## config.mk

```make
export PLATFORM = sky130hd
export DESIGN_NAME = obst_ctrl
export DESIGN_NICKNAME = d
export VERILOG_FILES = /design/src/design/obst_pkg.sv /design/src/design/obst_ctrl.sv
export SDC_FILE = /design/constraint.sdc
export NUM_CORES = 1
export LEC_CHECK = 0
export BUFFER_PORTS_ARGS = -buffer_cell sky130_fd_sc_hd__buf_2
export CAP_MARGIN = 20
export CORE_ASPECT_RATIO = 1.75
export CORE_UTILIZATION = 40
export CTS_BUF_LIST = sky130_fd_sc_hd__clkbuf_16
export DETAILED_ROUTE_END_ITERATION = 6
export GPL_ROUTABILITY_DRIVEN = 0
export PLACE_DENSITY = 0.66
export SETUP_SLACK_MARGIN = 0.05
export SLEW_MARGIN = 20
export SYNTH_ARGS = -nofsm -noshare
export SYNTH_HDL_FRONTEND = slang
export SYNTH_SLANG_ARGS = --single-unit
```

## constraint.sdc

```tcl
create_clock -name clk_i -period 5.69 [get_ports clk_i]
set_input_delay 1.138 -clock clk_i [delete_from_list [all_inputs] [get_ports clk_i]]
set_output_delay 1.138 -clock clk_i [all_outputs]
set_load 0.02 [all_outputs]
```

## src/design/obst_pkg.sv

```systemverilog
// Shared types and constants for the optimal BST cost table unit.
`timescale 1ns / 1ps
package obst_pkg;

  localparam int unsigned IDX_W  = 4;
  localparam int unsigned WGT_W  = 12;
  localparam int unsigned SUM_W  = 17;
  localparam int unsigned COST_W = 24;
  localparam int unsigned BEST_W = 30;
  localparam logic [BEST_W-1:0] COST_START = 30'h3000_0000;
  localparam logic [COST_W-1:0] COST_MAX   = 24'hFF_FFFF;

  typedef struct packed {
    logic [WGT_W-1:0] key_weight;
    logic [WGT_W-1:0] gap_weight;
    logic             last_item;
  } in_item_t;

  typedef struct packed {
    logic [IDX_W-1:0]  range_start;
    logic [IDX_W-1:0]  range_end;
    logic [IDX_W-1:0]  best_root;
    logic [COST_W-1:0] range_cost;
    logic              last_result;
    logic              overflow;
  } out_item_t;

  typedef enum logic [3:0] {
    ST_IDLE, ST_INIT, ST_WRD, ST_WWR, ST_KRD, ST_KCMP, ST_EWR, ST_ERD, ST_ELD, ST_OUT
  } state_e;

  // Controller to datapath commands
  typedef struct packed {
    logic             load_q0;
    logic             load_key;
    logic             init_wr;
    logic             w_wr;
    logic             k_cmp;
    logic             e_wr;
    logic             out_rd;
    logic             out_ld;
    logic             out_last;
    logic             out_ovf;
    logic [IDX_W-1:0] ld_idx;
    logic [IDX_W-1:0] i;
    logic [IDX_W-1:0] j;
    logic [IDX_W-1:0] k;
  } cmd_t;

endpackage

```

## src/design/obst_ctrl.sv

```systemverilog
// Controller: load counting, DP loop sequencing and result emission.
`timescale 1ns / 1ps
module obst_ctrl #(
  parameter int unsigned MAX_KEYS = 8
) (
  input  logic             clk_i,
  input  logic             rst_ni,
  input  logic             in_valid_i,
  input  logic             in_last_i,
  output logic             in_stall_o,
  output logic             out_valid_o,
  input  logic             out_stall_i,
  output obst_pkg::cmd_t   cmd_o
);

  localparam logic [obst_pkg::IDX_W-1:0] MaxK = obst_pkg::IDX_W'(MAX_KEYS);
  localparam logic [obst_pkg::IDX_W-1:0] One  = obst_pkg::IDX_W'(1);

  obst_pkg::state_e state_q, state_d;
  logic [obst_pkg::IDX_W-1:0] cnt_q, cnt_d, n_q, n_d, i_q, i_d, j_q, j_d, k_q, k_d;
  logic [obst_pkg::IDX_W-1:0] len_q, len_d;
  logic drop_q, drop_d;
  logic in_xfer, out_xfer, is_last;

  assign in_xfer  = in_valid_i && (state_q == obst_pkg::ST_IDLE);
  assign out_xfer = (state_q == obst_pkg::ST_OUT) && !out_stall_i;
  assign is_last  = (i_q == One) && (j_q == n_q);

  // next state
  always_comb begin
    state_d = state_q;
    unique case (state_q)
      obst_pkg::ST_IDLE: if (in_xfer && in_last_i) state_d = obst_pkg::ST_INIT;
      obst_pkg::ST_INIT: begin
        if (i_q == n_q + One) state_d = (n_q == '0) ? obst_pkg::ST_ERD : obst_pkg::ST_WRD;
      end
      obst_pkg::ST_WRD:  state_d = obst_pkg::ST_WWR;
      obst_pkg::ST_WWR:  state_d = obst_pkg::ST_KRD;
      obst_pkg::ST_KRD:  state_d = obst_pkg::ST_KCMP;
      obst_pkg::ST_KCMP: state_d = (k_q == j_q) ? obst_pkg::ST_EWR : obst_pkg::ST_KRD;
      obst_pkg::ST_EWR: begin
        if (j_q == n_q && len_q == n_q) state_d = obst_pkg::ST_ERD;
        else state_d = obst_pkg::ST_WRD;
      end
      obst_pkg::ST_ERD:  state_d = obst_pkg::ST_ELD;
      obst_pkg::ST_ELD:  state_d = obst_pkg::ST_OUT;
      obst_pkg::ST_OUT: begin
        if (out_xfer) state_d = is_last ? obst_pkg::ST_IDLE : obst_pkg::ST_ERD;
      end
      default: state_d = obst_pkg::ST_IDLE;
    endcase
  end

  // counters
  always_comb begin
    cnt_d  = cnt_q;
    n_d    = n_q;
    i_d    = i_q;
    j_d    = j_q;
    k_d    = k_q;
    len_d  = len_q;
    drop_d = drop_q;
    unique case (state_q)
      obst_pkg::ST_IDLE: begin
        if (in_xfer) begin
          if (cnt_q == '0) cnt_d = One;
          else if (cnt_q - One < MaxK) cnt_d = cnt_q + One;
          else drop_d = 1'b1;
          n_d = cnt_d - One;
          i_d = One;
        end
      end
      obst_pkg::ST_INIT: begin
        i_d = i_q + One;
        if (i_q == n_q + One) begin
          if (n_q == '0) begin
            i_d = One;
            j_d = '0;
          end else begin
            i_d   = One;
            j_d   = One;
            len_d = One;
          end
        end
      end
      obst_pkg::ST_WWR:  k_d = i_q;
      obst_pkg::ST_KCMP: k_d = k_q + One;
      obst_pkg::ST_EWR: begin
        if (j_q != n_q) begin
          i_d = i_q + One;
          j_d = j_q + One;
        end else if (len_q == n_q) begin
          i_d = n_q;
          j_d = n_q;
        end else begin
          len_d = len_q + One;
          i_d   = One;
          j_d   = len_q + One;
        end
      end
      obst_pkg::ST_OUT: begin
        if (out_xfer) begin
          if (is_last) begin
            cnt_d  = '0;
            drop_d = 1'b0;
          end else if (j_q != n_q) begin
            j_d = j_q + One;
          end else begin
            i_d = i_q - One;
            j_d = i_q - One;
          end
        end
      end
      default: ;
    endcase
  end

  // command outputs
  always_comb begin
    cmd_o          = '0;
    cmd_o.ld_idx   = cnt_q;
    cmd_o.i        = i_q;
    cmd_o.j        = j_q;
    cmd_o.k        = k_q;
    cmd_o.out_last = is_last;
    cmd_o.out_ovf  = drop_q;
    cmd_o.load_q0  = in_xfer && (cnt_q == '0);
    cmd_o.load_key = in_xfer && (cnt_q != '0) && (cnt_q - One < MaxK);
    cmd_o.init_wr  = (state_q == obst_pkg::ST_INIT) && (i_q != n_q + One + One);
    cmd_o.w_wr     = (state_q == obst_pkg::ST_WWR);
    cmd_o.k_cmp    = (state_q == obst_pkg::ST_KCMP);
    cmd_o.e_wr     = (state_q == obst_pkg::ST_EWR);
    cmd_o.out_rd   = (state_q == obst_pkg::ST_ERD);
    cmd_o.out_ld   = (state_q == obst_pkg::ST_ELD);
  end

  assign in_stall_o  = (state_q != obst_pkg::ST_IDLE);
  assign out_valid_o = (state_q == obst_pkg::ST_OUT);

  always_ff @(posedge clk_i or negedge rst_ni) begin
    if (!rst_ni) begin
      state_q <= obst_pkg::ST_IDLE;
      cnt_q   <= '0;
      n_q     <= '0;
      i_q     <= '0;
      j_q     <= '0;
      k_q     <= '0;
      len_q   <= '0;
      drop_q  <= 1'b0;
    end else begin
      state_q <= state_d;
      cnt_q   <= cnt_d;
      n_q     <= n_d;
      i_q     <= i_d;
      j_q     <= j_d;
      k_q     <= k_d;
      len_q   <= len_d;
      drop_q  <= drop_d;
    end
  end

endmodule

```

==> results.txt, run 1 <==
----------------------------------------------------
[Worst setup path]
  Startpoint Class ... register
  Endpoint type of the worst setup path ... output port
  Crit path kind ... register to output port
  Peak fanout along the critical path ... 13
  Reg-to-reg critical path endpoint ... drop_q$_DFFE_PN0P_
  R2r setup slk ... 3.26 ns
  Data required, critical path ... 4.55 ns
  Startpoint of the worst-slack reg-to-reg timing path ... n_q[2]$_DFFE_PN0P_
  Data arrival at the endpoint of the critical path ... 2.23 ns
  Count of cells along the worst register-to-register path ... 6
  Master of the slowest instance on the critical path ... nor4_1
  Slowest cell delay on critical path ... 0.58 ns
  Series of cell instances along the critical path ... nor4_1 > nand2_1 > a221oi_1 > buf_2

[Routing]
  Detailed-router iteration count before antenna repair ... 4
  Routed wire length ... 6.275 mm
  Number of remaining DRC errors ... 0
  Number of routed nets with antenna violations ... 0
  WL per Instance ... 15.89 microns
  Detailed-routed wire length on met2 ... 3.385 mm
  Via density ... 5.757
  Post-route met1 wirelength ... 2.434 mm
  Met3 wire length ... 236 microns
  Highest layer used for signal routing ... met4
  Iteration-0 DRC Markers ... 139
  Vias ... 2274

[Yosys]
  Yosys warning count ... 0
  EDFF count, synth ... 0
  Flip-flop and latch count after synthesis ... 29
  Distinct cells, synth ... 66
  Synthesized cell area ... 2489 sq um
  Synthesized-area fraction occupied by ao, oa, aoi and oai cells ... 0.2167
  Dominant combinational cell family by area after synthesis ... simple AND/OR/NAND/NOR gates
  Post-Synth Simple-Gate Area ... 0.2408
  Synthesized-area fraction occupied by adder cells ... 0.06033
  Avg Cell Area, Syn ... 8.379 sq um
  Async SR Flop Fraction ... 1.000
  Portion of netlist area occupied by mux cells ... 0.02564
  Number of cells produced by synthesis ... 297
  Fraction of synthesized cell area in xor and xnor cells ... 0.1046
  Most used DFF post-synth ... dfrtp_1
  Number of nets in the synthesized netlist ... 314
  Proportion of synthesized chip area in sequential cells ... 0.2916

[STA]
  Fin Setup TNS ... 0 ns
  Max Transition Viols Final ... 0
  Crit share post-route ... 0.5912
  Fin. Hold Viols ... 0
  Worst setup skew after layout ... 0.004035 ns
  Slew at the pin closest to its max-slew limit ... 0.6674 ns
  Slew HR ... 0.5551
  Final count of negative-setup-slack endpoints ... 0
  Setup repair after global routing missed its margin ... no
  F_max ... 297.3 MHz
  Final critical-path required period ... 3.364 ns

[Placed design]
  Number of port buffers ... 32
  DP Cell Count ... 387
  DP Area ... 2645 sq um
  Dpl hpwl ... 4.636 mm

[Cells and area]
  Antenna cells ... 0
  Sequential cell area ... 725.7 sq um
  Most frequent cells in the layout ... buf_2 (32), dfrtp_1 (29), o21ai_0 (28)
  Area occupied by multi-input gates ... 1613 sq um
  Leading cell type in the layout, fill and taps excluded ... buf_2
  Post-layout instance count excluding filler cells ... 395
  Share of final-layout standard cells stronger than drive strength 1 ... 0.1767
  Post-synthesis to final-layout area growth ... 12.82%
  Final layout net count ... 333
  Fillcell total ... 609
  Area of all placed cells without fillers ... 2808 sq um

[Clocking]
  Sinks on the clock net ... 29
  Htree depth ... 2
  Number of gates resized after CTS ... 0
  Clock tree buffer depth ... 2
  Total clock buffers created by CTS ... 5
  Source-to-sink clock delay at the later pin of the worst-skew pair ... 0.28 ns
  CTS tree ... done
  Clock transition time at the flip-flop clock pins of the worst setup and hold paths ... 0.05 ns
  Setup bufs post-CTS ... 0
  Clock tree root buffer cell ... clkbuf_16
  Number of buffers added to fix hold violations after cts ... 0

[Status]
  Result of the run ... completed

[GRT]
  Wire length of the first global-routing pass ... 10.70 mm
  Global Route Usage Sum ... 0.2160
  Overall overflow remaining after global route ... 0
  Antenna violations before repair ... 0
  Maximum number of pins on one net before global-route repair ... 30
  Via count of the first global-routing pass ... 2250

[Die]
  Die height ... 106.3 microns
  Initial core utilization ... 0.4200
  Placeable core region ... 5926 sq um
  Standard-cell row count ... 37
  IO Pins ... 33
  DIE AREA ... 6554 sq um
  Horizontal die dimension ... 61.63 microns

[Power]
  Portion of total power attributed to the clock network ... 0.172
  Cell-internal power ... 0.0008926 W
  Worst vdd rail ir drop ... 298.1 uV
  Switching Fraction ... 0.4767
  Reported leakage power ... 1.258 nW
  Power density normalized to cell area ... 607.5 nW/um^2
  Switching power ... 0.0008130 W
  Sequential share of power ... 0.261
  Comb pwr share ... 0.567

[Run]
  Max-capacitance violation count ... 0

[Min path]
  Tightest Hold Check Type ... register to register
  Hold_sp ... drop_q$_DFFE_PN0P_
  Worst Hold Path Cells ... 2
  Capture endpoint of the worst hold path ... drop_q$_DFFE_PN0P_

----------------------------------------------------
## cells by family (layout without fill, tap and decap cells)
logic type,Yosys count,in the layout
AOI/OAI and AO/OA,83,83
xor gates and xnor gates,28,28
adders and majority gates,12,12
buffers and inverters,33,53
DFF,29,29
muxes,6,6
and+or+nand+nor,106,106
## metal layers
layer  vias to the layer above  GRT usage
met5                         -          0
met4                         0     0.1016
met3                        21    0.03771
met2                        69     0.3763
met1                      1088     0.2407
li1                       1096          -
## metrics by stage
step	total power [W]	util	worst slack [ns]	hold slack, ns
CTS	0.001712	0.4738	2.315	0.5148
finish	0.001706	0.4738	2.326	0.5101
detailed placement	0.001404	0.4464	2.578	0.4991
floorplan	0.001199	-	2.573	0.4756
global route	0.001851	0.4738	2.080	0.5503
global placement	0.001387	0.4464	2.593	0.5195
## sequential cells by signal, indices dropped and copies added (netlist names)
| signal | cells |
|---|---|
| cnt_q | 4 |
| drop_q | 1 |
| i_q | 4 |
| j_q | 4 |
| k_q | 4 |
| len_q | 4 |
| n_q | 4 |
| state_q | 4 |
## layout make-up
cell class                 instances  area share
multi-input combinational        235      0.5744
timing repair buffer              32     0.05704
tap                               78     0.03476
clock inverter                     3     0.01337
clock buffer                       5     0.04456
sequential                        29      0.2585
inverter                          13     0.01738
## cell usage after synthesis, types with 2 or more instances
cell type / n / area share
dfrtp_1: 29 / 0.29
o21ai_0: 28 / 0.056
nand2_1: 24 / 0.036
nor2_1: 21 / 0.032
xnor2_1: 18 / 0.063
a21oi_1: 17 / 0.034
ha_1: 12 / 0.060
inv_1: 12 / 0.018
nor3_1: 12 / 0.024
buf_2: 9 / 0.018
xor2_1: 9 / 0.032
clkbuf_1: 8 / 0.012
nand3_1: 8 / 0.016
nand2b_1: 7 / 0.018
and2_1: 6 / 0.015
a21o_1: 4 / 0.012
a31oi_1: 3 / 0.0075
mux2_2: 3 / 0.014
mux2i_1: 3 / 0.012
nor3b_1: 3 / 0.0090
nor4_1: 3 / 0.0075
o211ai_1: 3 / 0.0090
o21bai_1: 3 / 0.0090
a211oi_1: 2 / 0.0060
a221o_1: 2 / 0.0080
a221oi_1: 2 / 0.0070
a22oi_1: 2 / 0.0060
and3_1: 2 / 0.0050
buf_4: 2 / 0.0060
nand4_1: 2 / 0.0050
o21ai_2: 2 / 0.0070
o22ai_1: 2 / 0.0050
## power by group through the flow
| stage | Clock (W) | Sequential, W | Combinational [W] |
|---|---|---|---|
| finish | 0.000294 | 0.000445 | 0.000967 |
| global route | 0.000310 | 0.000463 | 0.00108 |
| CTS | 0.000299 | 0.000443 | 0.000970 |
| detailed placement | 0 | 0.000446 | 0.000958 |
| global placement | 0 | 0.000443 | 0.000944 |
| floorplan | 0 | 0.000394 | 0.000806 |
## how the worst max path moves through the flow
stage               cells past startpoint  slack (ns)                    from        end
finish                                  4        2.33  state_q[0]$_DFFE_PN0P_  cmd_o[24]
global route                            4        2.08  state_q[0]$_DFFE_PN0P_  cmd_o[24]
CTS                                     4        2.32  state_q[0]$_DFFE_PN0P_  cmd_o[24]
detailed placement                      4        2.58              in_valid_i  cmd_o[24]
global placement                        4        2.59              in_valid_i  cmd_o[24]
floorplan                               3        2.57              in_valid_i  cmd_o[24]
## critical path: cells and delay by family (launching register included)
family / cells / cell delay (ns)
simple gates: 2 / 0.96
compound gates: 1 / 0.28
flops: 1 / 0.50
buf+inv: 1 / 0.21
Power figures use the tool's default switching activity.
==> run 2: changes to the inputs <==
--- a/config.mk
+++ b/config.mk
@@ -12,7 +12,7 @@
 export CTS_BUF_LIST = sky130_fd_sc_hd__clkbuf_16
 export DETAILED_ROUTE_END_ITERATION = 6
 export GPL_ROUTABILITY_DRIVEN = 0
-export PLACE_DENSITY = 0.66
+export PLACE_DENSITY = 0.68
 export SETUP_SLACK_MARGIN = 0.05
 export SLEW_MARGIN = 20
 export SYNTH_ARGS = -nofsm -noshare
==> constraint.sdc (replaced) <==
create_clock -name clk_i -period 2.8 [get_ports clk_i]
set_input_delay 0.56 -clock clk_i [delete_from_list [all_inputs] [get_ports clk_i]]
set_output_delay 0.56 -clock clk_i [all_outputs]
set_load 0.02 [all_outputs]
==> run 2 against run 1 <==
Net effect:
- design area up 1.6%
- non-clock buffer count up 6
- clock-buffer cell count unchanged
- sequential share of layout area down 0.41 points
- clock skew up 0.0029 ns
- global-route usage up 0.64 points
- die area unchanged
- hold slack worse by 0.20 ns
- via count up 0.48%
==> results.txt, run 2 (synthesis gave the netlist of run 1 again) <==
----------------------------------------------------
[Worst setup path]
  Buf+Inv Stages, Crit Path ... 1 (unchanged)
  Master of the slowest instance on the critical path ... dfrtp_1
  Startpoint of the worst-slack reg-to-reg timing path ... n_q[0]$_DFFE_PN0P_
  Startpoint Class ... register
  Count of cells along the worst register-to-register path ... 8 (+2)
  R2r setup slk ... 0.44 ns (-2.82 ns)
  Data arrival at the endpoint of the critical path ... 2.01 ns (-0.22 ns)
  Slowest cell delay on critical path ... 0.58 ns (about the same)
  Kind of cell adding the most delay to the critical path ... flip-flops
  Endpoint type of the worst setup path ... output port
  Crit path kind ... register to output port
  Series of cell instances along the critical path ... ha_1 > xor3_1 > xor2_1 > nor3_1 > a21oi_1 > buf_2
  Number of logic stages on the critical path including buffering ... 6 (+2)
  Reg-to-reg critical path endpoint ... state_q[0]$_DFFE_PN0P_
  Data required, critical path ... 2.24 ns (-2.31 ns)
  Peak fanout along the critical path ... 10 (-3)

[Clocking]
  Number of buffers added to fix hold violations after cts ... 0 (unchanged)
  Clock tree root buffer cell ... clkbuf_16
  Clock tree buffer depth ... 2 (unchanged)
  Source-to-sink clock delay at the later pin of the worst-skew pair ... 0.28 ns (about the same)
  Total clock buffers created by CTS ... 5 (unchanged)
  Htree depth ... 2 (unchanged)
  CTS tree ... done
  Sinks on the clock net ... 29 (unchanged)
  Clock transition time at the flip-flop clock pins of the worst setup and hold paths ... 0.05 ns (about the same)
  Number of gates resized after CTS ... 0 (unchanged)
  Setup bufs post-CTS ... 0 (unchanged)

[STA]
  Crit share post-route ... 0.9172
  Worst setup skew after layout ... 0.006968 ns (+0.002933 ns)
  Slew HR ... 0.5569 (+0.001877)
  Max Transition Viols Final ... 0 (unchanged)
  F_max ... 389.4 MHz
  Final critical-path required period ... 2.568 ns
  Min setup slack post-route ... 0.2320 ns (-2.094 ns)
  Final count of negative-setup-slack endpoints ... 0 (unchanged)
  Slew at the pin closest to its max-slew limit ... 0.6646 ns (-0.002815 ns)
  Fin. Hold Viols ... 0 (unchanged)
  Hold_ws ... 0.3113 ns (-0.1988 ns)
  Setup repair after global routing missed its margin ... no
  Fin Setup TNS ... 0 ns (unchanged)

[Routing]
  Routed wire length ... 6.404 mm (+2.1%)
  Number of routed nets with antenna violations ... 0 (unchanged)
  Iteration-0 DRC Markers ... 106 (-24%)
  Detailed-router iteration count before antenna repair ... 4 (unchanged)
  Number of remaining DRC errors ... 0 (unchanged)
  Vias ... 2285 (+0.48%)
  WL per Instance ... 15.97 microns (+0.53%)
  Via density ... 5.698 (-1.0%)

[Cells and area]
  Area occupied by multi-input gates ... 1613 sq um (unchanged)
  Post-synthesis to final-layout area growth ... 14.63%
  Sequential cell area ... 725.7 sq um (unchanged)
  Final layout net count ... 339 (+1.8%)
  Antenna cells ... 0 (unchanged)
  Most frequent cells in the layout ... buf_2 (32), dfrtp_1 (29), o21ai_0 (28)
  Fillcell total ... 614 (+0.82%)
  Final Core Density ... 0.4814 (+0.007601)
  Share of final-layout standard cells stronger than drive strength 1 ... 0.1920 (+0.01529)
  Leading cell type in the layout, fill and taps excluded ... buf_2

[GRT]
  Global routing met2 resource utilization ... 0.3840 (+0.007680)
  Global Route Usage Sum ... 0.2225 (+0.006433)
  Global-route track usage on met3 ... 0.04258 (+0.004866)
  Met1 capacity usage during global routing ... 0.2393 (-0.001430)
  Most utilized layer in the global route result ... met2
  Wire length of the first global-routing pass ... 10.84 mm (+1.3%)
  Maximum number of pins on one net before global-route repair ... 30 (unchanged)
  Via count of the first global-routing pass ... 2214 (-1.6%)
  Overall overflow remaining after global route ... 0 (unchanged)
  Antenna violations before repair ... 0 (unchanged)

[Die]
  Horizontal die dimension ... 61.63 microns (unchanged)
  Placeable core region ... 5926 sq um (unchanged)
  Die height ... 106.3 microns (unchanged)
  Standard-cell row count ... 37 (unchanged)
  Initial core utilization ... 0.4200 (unchanged)
  DIE AREA ... 6554 sq um (unchanged)
  IO Pins ... 33 (unchanged)

[Power]
  Worst vdd rail ir drop ... 617.1 uV (+110%)
  Power density normalized to cell area ... 1233 nW/um^2 (+100%)
  Reported leakage power ... 1.288 nW (+2.4%)

[Placed design]
  DP Worst Slack ... 0.4769 ns (-2.101 ns)
  Number of port buffers ... 32 (unchanged)
  Dpl hpwl ... 4.873 mm (+5.1%)

[Run]
  Max-capacitance violation count ... 0 (unchanged)

[Status]
  Result of the run ... completed

[Min path]
  Tightest Hold Check Type ... input port to async pin

----------------------------------------------------
[run 2: changes by cell type in the layout (fill, tap and decap cells not counted), sizes merged]
cell  before  now
buf       32   38
[run 2: worst max path at each step]
stage / startpoint / slack, ns / end
floorplan: state_q[0]$_DFFE_PN0P_ / 0.32 / cmd_o[24]
global placement: n_q[1]$_DFFE_PN0P_ / 0.52 / cmd_o[23]
detailed placement: n_q[0]$_DFFE_PN0P_ / 0.48 / state_q[0]$_DFFE_PN0P_
CTS: n_q[1]$_DFFE_PN0P_ / 0.21 / cmd_o[23]
global route: n_q[1]$_DFFE_PN0P_ / 0.09 / cmd_o[23]
finish: n_q[1]$_DFFE_PN0P_ / 0.23 / cmd_o[23]
[run 2: stage by stage]
step,total power [W],std cells,area [sq um]
2_1_floorplan,0.002437,297,2489
3_3_place_gp,0.002869,393,2690
3_5_place_dp,0.002907,393,2690
4_1_cts,0.003531,401,2853
5_1_grt,0.003827,401,2853
6_report,0.003518,401,2853
[run 2: routing by layer]
| layer | share of wire | wire, microns |
|---|---|---|
| met1 | 0.36 | 2301 |
| met2 | 0.53 | 3415 |
| met3 | 0.058 | 369 |
| met4 | 0.050 | 318 |
| met5 | 0 | 0 |
[run 2: area by class of cell]
type	instances	share of cell area
multi-input cells	235	0.5654
flip-flops and latches	29	0.2544
repair buffers	38	0.07193
clock buffers	5	0.04386
well taps	78	0.03421
inverters	13	0.01711
clock inverters	3	0.01316
[run 2: where the power goes]
group,internal [W],switching [W]
Sequential,0.000561,0.000308
Clock,0.000412,0.000190
Combinational,0.000879,0.00117
Total,0.00185,0.00167
